**src/sv/tdfa_pkg.sv**
```systemverilog
// Shared types and codes for the table-driven DFA acceptor.
package tdfa_pkg;

  localparam int STATE_W  = 4;
  localparam int TERM_W   = 4;
  localparam int REQ_W    = 3;
  localparam int STATUS_W = 2;

  localparam logic [REQ_W-1:0] REQ_CLEAR     = 3'd0;
  localparam logic [REQ_W-1:0] REQ_LOAD      = 3'd1;
  localparam logic [REQ_W-1:0] REQ_SET_FINAL = 3'd2;
  localparam logic [REQ_W-1:0] REQ_TERMINAL  = 3'd3;
  localparam logic [REQ_W-1:0] REQ_EMPTY     = 3'd4;

  localparam logic [STATUS_W-1:0] ST_ACCEPTED      = 2'd0;
  localparam logic [STATUS_W-1:0] ST_NO_TRANSITION = 2'd1;
  localparam logic [STATUS_W-1:0] ST_NOT_FINAL     = 2'd2;

  // Table access for one accepted request.
  typedef struct packed {
    logic               accept;
    logic               clear;
    logic               load;
    logic               set_final;
    logic               lookup;
    logic [STATE_W-1:0] from_state;
    logic [TERM_W-1:0]  terminal_type;
    logic [STATE_W-1:0] to_state;
    logic               final_value;
    logic [STATE_W-1:0] lookup_state;
  } tbl_req_t;

endpackage

```
**src/sv/tdfa_ram.sv**
```systemverilog
// Generic single-write, single-read RAM with registered read data.
module tdfa_ram #(
  parameter int WIDTH = 4,
  parameter int DEPTH = 256
) (
  input  logic                     clk,
  input  logic                     wr_en,
  input  logic [$clog2(DEPTH)-1:0] wr_addr,
  input  logic [WIDTH-1:0]         wr_data,
  input  logic                     rd_en,
  input  logic [$clog2(DEPTH)-1:0] rd_addr,
  output logic [WIDTH-1:0]         rd_data
);

  logic [WIDTH-1:0] mem [DEPTH];

  always_ff @(posedge clk) begin
    if (wr_en) begin
      mem[wr_addr] <= wr_data;
    end
    if (rd_en) begin
      rd_data <= mem[rd_addr];
    end
  end

endmodule

```
**src/sv/tdfa_tables.sv**
```systemverilog
// Transition table, per-entry valid bits and final flags.
module tdfa_tables #(
  parameter int NUM_STATES         = 16,
  parameter int NUM_TERMINAL_TYPES = 16
) (
  input  logic                      clk,
  input  logic                      rst,
  input  tdfa_pkg::tbl_req_t        req,
  output logic                      hit,
  output logic [tdfa_pkg::STATE_W-1:0] next_state,
  input  logic [tdfa_pkg::STATE_W-1:0] query_state,
  output logic                      query_final
);
  import tdfa_pkg::*;

  localparam int DEPTH = NUM_STATES * NUM_TERMINAL_TYPES;
  localparam int IDX_W = $clog2(DEPTH);

  logic [DEPTH-1:0]      valid_q;
  logic [NUM_STATES-1:0] flags_q;
  logic                  load_ok;
  logic                  lookup_ok;
  logic [IDX_W-1:0]      load_idx;
  logic [IDX_W-1:0]      look_idx;
  logic                  wr_en;

  always_comb begin
    load_ok = req.accept && req.load
              && (32'(req.from_state) < NUM_STATES)
              && (32'(req.terminal_type) < NUM_TERMINAL_TYPES)
              && (32'(req.to_state) < NUM_STATES);
    lookup_ok = req.lookup
                && (32'(req.lookup_state) < NUM_STATES)
                && (32'(req.terminal_type) < NUM_TERMINAL_TYPES);
    load_idx = IDX_W'(32'(req.from_state) * NUM_TERMINAL_TYPES
                      + 32'(req.terminal_type));
    look_idx = IDX_W'(32'(req.lookup_state) * NUM_TERMINAL_TYPES
                      + 32'(req.terminal_type));
    wr_en = load_ok && !valid_q[load_idx];
  end

  // first loaded transition for a pair wins
  always_ff @(posedge clk) begin
    if (rst) begin
      valid_q <= '0;
    end else if (req.accept && req.clear) begin
      valid_q <= '0;
    end else if (wr_en) begin
      valid_q[load_idx] <= 1'b1;
    end
  end

  always_ff @(posedge clk) begin
    if (rst) begin
      flags_q <= '0;
    end else if (req.accept && req.clear) begin
      flags_q <= '0;
    end else if (req.accept && req.set_final) begin
      for (int i = 0; i < NUM_STATES; i++) begin
        if (32'(req.from_state) == i) begin
          flags_q[i] <= req.final_value;
        end
      end
    end
  end

  always_ff @(posedge clk) begin
    if (req.accept) begin
      hit <= lookup_ok && valid_q[look_idx];
    end
  end

  tdfa_ram #(
    .WIDTH (STATE_W),
    .DEPTH (DEPTH)
  ) u_next_ram (
    .clk     (clk),
    .wr_en   (wr_en),
    .wr_addr (load_idx),
    .wr_data (req.to_state),
    .rd_en   (req.accept),
    .rd_addr (look_idx),
    .rd_data (next_state)
  );

  always_comb begin
    query_final = 1'b0;
    for (int i = 0; i < NUM_STATES; i++) begin
      if (32'(query_state) == i) begin
        query_final = flags_q[i];
      end
    end
  end

endmodule

```
**src/sv/table_driven_dfa_acceptor.sv**
```systemverilog
// Programmable table-driven DFA acceptor, stream in, verdict stream out.
//
// Takes one request per clock cycle while the input is not stalled. A request
// is registered together with its transition lookup (RAM read and valid bit
// sampled at accept); in the following cycle the next state is resolved and
// fed straight back as the lookup address of the next request. Verdicts wait
// in an output register; the input stalls only while that register holds an
// untaken verdict and the request in flight makes another. A word's verdict
// goes from the request register to the output register that drives m_tvalid.
// Table writes ignore a pair that is already loaded; clear drops all entries
// and final flags at once.
module table_driven_dfa_acceptor #(
  parameter int NUM_STATES         = 16,
  parameter int NUM_TERMINAL_TYPES = 16
) (
  input  logic        clk,
  input  logic        rst,
  input  logic        s_tvalid,
  output logic        s_tready,
  input  logic [15:0] s_tdata,  // from_state[3:0], terminal_type[7:4], to_state[11:8],
                                // final_value[12], zero [15:13]
  input  logic [3:0]  s_tuser,  // req_type[2:0], word_first[3]
  input  logic        s_tlast,  // word_last
  output logic        m_tvalid,
  input  logic        m_tready,
  output logic [7:0]  m_tdata,  // status[1:0], end_state[5:2], zero [7:6]
  input  logic        cfg_valid,
  output logic        cfg_ready,
  input  logic [3:0]  cfg_data  // initial_state
);
  import tdfa_pkg::*;

  logic [STATE_W-1:0] initial_state;

  logic [REQ_W-1:0]   in_req;
  logic               in_first;
  logic               s_fire;
  logic               restart;
  logic [STATE_W-1:0] cs_eff;
  logic               failed_eff;
  logic [STATE_W-1:0] start_state;
  logic               start_failed;
  tbl_req_t           tbl_req;

  logic               hit;
  logic [STATE_W-1:0] rd_state;
  logic               new_final;

  logic               s1_valid;
  logic               s1_term;
  logic               s1_emit;
  logic [STATE_W-1:0] s1_start_state;
  logic               s1_start_failed;
  logic [STATE_W-1:0] s1_new_state;
  logic               s1_new_failed;
  logic               s1_adv;
  logic [STATUS_W-1:0] s1_status;

  logic [STATE_W-1:0] cur_state;
  logic               failed;

  assign cfg_ready = 1'b1;

  always_ff @(posedge clk) begin
    if (rst) begin
      initial_state <= '0;
    end else if (cfg_valid && cfg_ready) begin
      initial_state <= cfg_data;
    end
  end

  assign in_req   = s_tuser[2:0];
  assign in_first = s_tuser[3];
  assign s_fire   = s_tvalid && s_tready;

  assign s1_adv   = !s1_emit || !m_tvalid || m_tready;
  assign s_tready = !s1_valid || s1_adv;

  // walk state as left by the request in flight
  always_comb begin
    cs_eff     = s1_valid ? s1_new_state  : cur_state;
    failed_eff = s1_valid ? s1_new_failed : failed;
    restart    = (in_req == REQ_EMPTY) || ((in_req == REQ_TERMINAL) && in_first);
    start_state  = restart ? initial_state : cs_eff;
    start_failed = restart ? 1'b0 : failed_eff;
  end

  always_comb begin
    tbl_req               = '0;
    tbl_req.accept        = s_fire;
    tbl_req.clear         = in_req == REQ_CLEAR;
    tbl_req.load          = in_req == REQ_LOAD;
    tbl_req.set_final     = in_req == REQ_SET_FINAL;
    tbl_req.lookup        = (in_req == REQ_TERMINAL) && !start_failed;
    tbl_req.from_state    = s_tdata[3:0];
    tbl_req.terminal_type = s_tdata[7:4];
    tbl_req.to_state      = s_tdata[11:8];
    tbl_req.final_value   = s_tdata[12];
    tbl_req.lookup_state  = start_state;
  end

  tdfa_tables #(
    .NUM_STATES         (NUM_STATES),
    .NUM_TERMINAL_TYPES (NUM_TERMINAL_TYPES)
  ) u_tables (
    .clk         (clk),
    .rst         (rst),
    .req         (tbl_req),
    .hit         (hit),
    .next_state  (rd_state),
    .query_state (s1_new_state),
    .query_final (new_final)
  );

  always_ff @(posedge clk) begin
    if (rst) begin
      s1_valid <= 1'b0;
    end else if (s_fire) begin
      s1_valid <= 1'b1;
    end else if (s1_adv) begin
      s1_valid <= 1'b0;
    end
  end

  always_ff @(posedge clk) begin
    if (s_fire) begin
      s1_term         <= in_req == REQ_TERMINAL;
      s1_emit         <= (in_req == REQ_EMPTY) || ((in_req == REQ_TERMINAL) && s_tlast);
      s1_start_state  <= start_state;
      s1_start_failed <= start_failed;
    end
  end

  always_comb begin
    s1_new_state  = s1_start_state;
    s1_new_failed = s1_start_failed;
    if (s1_term && !s1_start_failed) begin
      s1_new_failed = !hit;
      if (hit) begin
        s1_new_state = rd_state;
      end
    end
    if (s1_new_failed) begin
      s1_status = ST_NO_TRANSITION;
    end else if (new_final) begin
      s1_status = ST_ACCEPTED;
    end else begin
      s1_status = ST_NOT_FINAL;
    end
  end

  always_ff @(posedge clk) begin
    if (rst) begin
      cur_state <= '0;
      failed    <= 1'b0;
    end else if (s1_valid && s1_adv) begin
      cur_state <= s1_new_state;
      failed    <= s1_new_failed;
    end
  end

  always_ff @(posedge clk) begin
    if (rst) begin
      m_tvalid <= 1'b0;
    end else if (s1_valid && s1_emit && s1_adv) begin
      m_tvalid <= 1'b1;
    end else if (m_tready) begin
      m_tvalid <= 1'b0;
    end
  end

  always_ff @(posedge clk) begin
    if (s1_valid && s1_emit && s1_adv) begin
      m_tdata <= {2'b00, s1_new_state, s1_status};
    end
  end

  a_no_overrun: assert property (@(posedge clk) disable iff (rst)
    s1_valid && s1_emit && m_tvalid && !m_tready |-> !s_tready)
    else $error("request accepted while verdict path is blocked");

  a_fail_sticky: assert property (@(posedge clk) disable iff (rst)
    s1_valid && s1_start_failed |-> s1_new_failed)
    else $error("failed word recovered without restart");

  a_status_code: assert property (@(posedge clk) disable iff (rst)
    m_tvalid |-> m_tdata[1:0] != 2'd3)
    else $error("undefined status code");

  a_stage_load: assert property (@(posedge clk) disable iff (rst)
    s_fire |=> s1_valid)
    else $error("accepted request lost");

endmodule
```
**config.mk**
```make
export PLATFORM = sky130hd
export DESIGN_NAME = table_driven_dfa_acceptor
export DESIGN_NICKNAME = d
export VERILOG_FILES = /design/src/sv/tdfa_pkg.sv /design/src/sv/tdfa_ram.sv /design/src/sv/tdfa_tables.sv /design/src/sv/table_driven_dfa_acceptor.sv
export SDC_FILE = /design/constraint.sdc
export NUM_CORES = 2
export LEC_CHECK = 0
export BUFFER_PORTS_ARGS = -buffer_cell sky130_fd_sc_hd__clkbuf_2
export CORE_MARGIN = 2
export CORE_UTILIZATION = 63
export DETAILED_ROUTE_END_ITERATION = 16
export PLACE_DENSITY = 0.79
export SETUP_SLACK_MARGIN = 0.15
export SYNTH_ARGS = -nofsm -noshare
export SYNTH_HDL_FRONTEND = slang
export SYNTH_SLANG_ARGS = --single-unit
```
**constraint.sdc**
```tcl
create_clock -name clk -period 4.1 [get_ports clk]
set_clock_uncertainty 0.15 [all_clocks]
set_input_delay 0.82 -clock clk [delete_from_list [all_inputs] [get_ports clk]]
set_output_delay 0.82 -clock clk [all_outputs]
set_load 0.005 [all_outputs]
```
==> impl_metrics.json <==
{
  "synth_most_common_cell": "edfxtp_1",
  "synth_top_family_by_area": "multiplexers",
  "antenna_found_initial": 0,
  "p_int_w": 0.0219,
  "cp-start-kind": "register",
  "synth-edff-count": 1042,
  "cts.root.buffer_cell": "clkbuf_16",
  "synthSimpleGateAreaFrac_pct": 3.87,
  "synthXorXnorAreaFrac_pct": 0,
  "hpwl_um": 77300,
  "grt.overflow.total": 0,
  "arrival_ns": 3.71,
  "synth_top_area_share_pct": 60.6,
  "crit_path_max_incr_delay_ns": 0.68,
  "numCtsBuffers": 132,
  "crit_fanout": 16,
  "worst_slack_ns": 0.623,
  "rsz0062_at_grt": "false",
  "drtIter0Drc": 3567,
  "ff2ff_path_depth": 6,
  "crit_chain": "and4b_1 > nor4b_1 > buf_4 > and2_1 > or3b_2 > nor2_1",
  "hold_end": "initial_state[2]",
  "gp_congestion": 0.940,
  "slew_viol_final": 0,
  "ff_latch_area_um2": 37000,
  "ir_drop_uv": 402,
  "max_cap_violations": 0,
  "area_growth_pct": 13.8,
  "cp_num_buf_inv": 1,
  "drc": 0,
  "die_h_um": 290,
  "synth_adder_area_share_pct": 0,
  "hold_start": "cfg_data[2]",
  "multi_input_area_um2": 13800,
  "finalHoldViolations": 0,
  "die_w_um": 290,
  "crit_family": "simple AND/OR/NAND/NOR gates",
  "grt_pass1_vias": 28800,
  "synth_area_um2": 51600,
  "ys_top_cells_by_count": "edfxtp_1, mux4_2, nor2_1",
  "layout.nets": 3015,
  "drt_first_pass_iters": 8,
  "clk_path_buf_depth": 3,
  "core_area_um2": 80800,
  "cts_tree": "built",
  "tightest_slew_ns": 1.17,
  "cp_slowest_cell": "or3b_2",
  "syn_area_per_cell_um2": 18.7,
  "yosys_warnings": 0,
  "finish.utilization_pct": 72.7,
  "cts_resized": 0,
  "max_freq_mhz": 288,
  "min_period_ns": 3.48,
  "setup_viol": 0,
  "io_buffer_count": 34,
  "reg2reg_from": "s1_valid",
  "clkLatencyLatePin_ns": 0.74,
  "antenna_cells": 0,
  "cts_hold_buf": 0,
  "cts.clk_slew.worst_paths_ns": 0.06,
  "hp-class": "in -> reg",
  "grt_max_degree": 217,
  "wire_per_inst_um": 30.1,
  "synthMuxAreaShare_pct": 18.3,
  "p_clk_share_pct": 42.9,
  "crit_type": "reg -> reg",
  "grt_usage_pct": 30.2,
  "ant_nets": 0,
  "drive_gt1_share_pct": 29.1,
  "seqPwrFrac_pct": 52.0,
  "worstPathRequired_ns": 4.33,
  "pwr-share-comb_pct": 5.1,
  "rows": 104,
  "cts_max_level": 4,
  "vias": 28000,
  "clock_sinks": 1325,
  "timing.rr.end": "u_tables.u_next_ram.mem[115][0]",
  "power.density_nw_per_um2": 475,
  "p_leak_nw": 19.3,
  "via_per_inst": 6.75,
  "syn_inst": 2758,
  "dp_slack_ns": -0.00128,
  "io_pins": 41,
  "start_util_pct": 63.9,
  "grt_pass1_wl_um": 186000,
  "ys_top_cells_by_area": "edfxtp_1, mux4_2, dfxtp_1",
  "status": "complete, no violations",
  "post_cts_buffers": 0,
  "fill_cells": 4457,
  "crit_path_end_kind": "register",
  "swShare_pct": 21.5,
  "async_flop_share_pct": 0,
  "r2r_slack_ns": 0.62,
  "synth_flop_cell": "edfxtp_1",
  "finalCritPeriodShare_pct": 84.8,
  "synth-seq-cells": 1325,
  "synth_top_area_cell": "edfxtp_1",
  "p_switching_w": 0.00601,
  "whs_path_depth": 3,
  "yosysSeqAreaShare_pct": 71.6,
  "slew_headroom_pct": 22.2,
  "ys_types": 56,
  "totalNegativeSetupSlack_ns": 0,
  "synth_compound_area_share_pct": 4.62,
  "die_area_um2": 84200,
  "totalWireLength_um": 125000
}
==> tightest hold or removal path: stages <==
cell and delay, ns:
clkbuf_2 0.09, mux2i_1 0.06, nor2_1 0.09
==> per-layer routing <==
layer  wire (um)  track usage (%)
met5           0                0
met2       60900             48.4
met3       13100             7.00
met1       45800             40.8
met4        5290             12.5
==> sequential cells by signal, summed over array words and instances, names as in the netlist <==
signal                       cells
u_tables.u_next_ram.mem       1024
u_tables.valid_q               256
u_tables.flags_q                16
m_tdata                          6
cur_state                        4
initial_state                    4
s1_start_state                   4
u_tables.u_next_ram.rd_data      4
failed                           1
m_tvalid                         1
s1_emit                          1
s1_start_failed                  1
s1_term                          1
s1_valid                         1
u_tables.hit                     1
==> power groups by stage <==
stage / clock network [W] / logic [W] / registers, W
after CTS: 0.0121 / 0.00141 / 0.0145
after global routing: 0.0126 / 0.00148 / 0.0145
after detailed placement: 0 / 0.00139 / 0.0148
after floorplan: 0 / 0.000778 / 0.0148
final: 0.0120 / 0.00142 / 0.0145
after global placement: 0 / 0.00135 / 0.0148
==> how the worst max path moves through the flow <==
stage,slack (ns),cells past startpoint,to,start
final,0.62,6,u_tables.u_next_ram.mem[115][0],s1_valid
after detailed placement,-0.001,10,u_tables.u_next_ram.rd_data[2],s_tdata[4]
after global placement,-0.0002,10,u_tables.u_next_ram.rd_data[1],s_tdata[4]
after global routing,0.45,8,m_tdata[1],s1_start_failed
after floorplan,0.24,10,u_tables.u_next_ram.mem[160][0],s_tdata[5]
after CTS,0.66,7,u_tables.u_next_ram.mem[203][3],s1_valid
==> final cells by class <==
| class | instances | share of cell area (%) |
|---|---|---|
| Sequential cell | 1325 | 62.9 |
| Multi-Input combinational cell | 1244 | 23.6 |
| Clock buffer | 180 | 6.17 |
| Timing Repair Buffer | 271 | 3.81 |
| Tap cell | 1060 | 2.26 |
| Clock inverter | 65 | 1.21 |
| Inverter | 11 | 0.0703 |
==> cell usage in the layout (no fill, tap or decap), drive strengths merged, types with 4 or more instances in the layout <==
master	count
edfxtp	1042
mux4	389
nor2	345
dfxtp	283
buf	245
o21a	240
clkbuf	206
mux2i	55
nand2	54
clkinv	48
a22oi	20
inv	18
a21oi	15
nand3	14
mux2	10
a22o	10
bufinv	9
o21ai	8
or3	8
nor2b	8
nor3	7
and4b	6
a211oi	6
and3	5
nand2b	4
==> cell families after synthesis <==
| kind of cell | count (synthesis) |
|---|---|
| compound gates | 320 |
| buf+inv | 190 |
| flops | 1325 |
| mux | 454 |
| other cells | 2 |
| simple gates | 467 |
==> through the flow <==
| step | area [um2] | power, W | instances | hold WS (ns) |
|---|---|---|---|---|
| final | 58700 | 0.0279 | 4156 | 0.209 |
| after global routing | 58700 | 0.0286 | 4156 | 0.205 |
| after CTS | 58700 | 0.0280 | 4156 | 0.172 |
| after detailed placement | 54400 | 0.0162 | 3911 | 0.297 |
| after global placement | 54400 | 0.0162 | 3911 | 0.291 |
| after floorplan | 51600 | 0.0156 | 2759 | 0.285 |
Note: power is estimated with default switching activity, not from simulation.
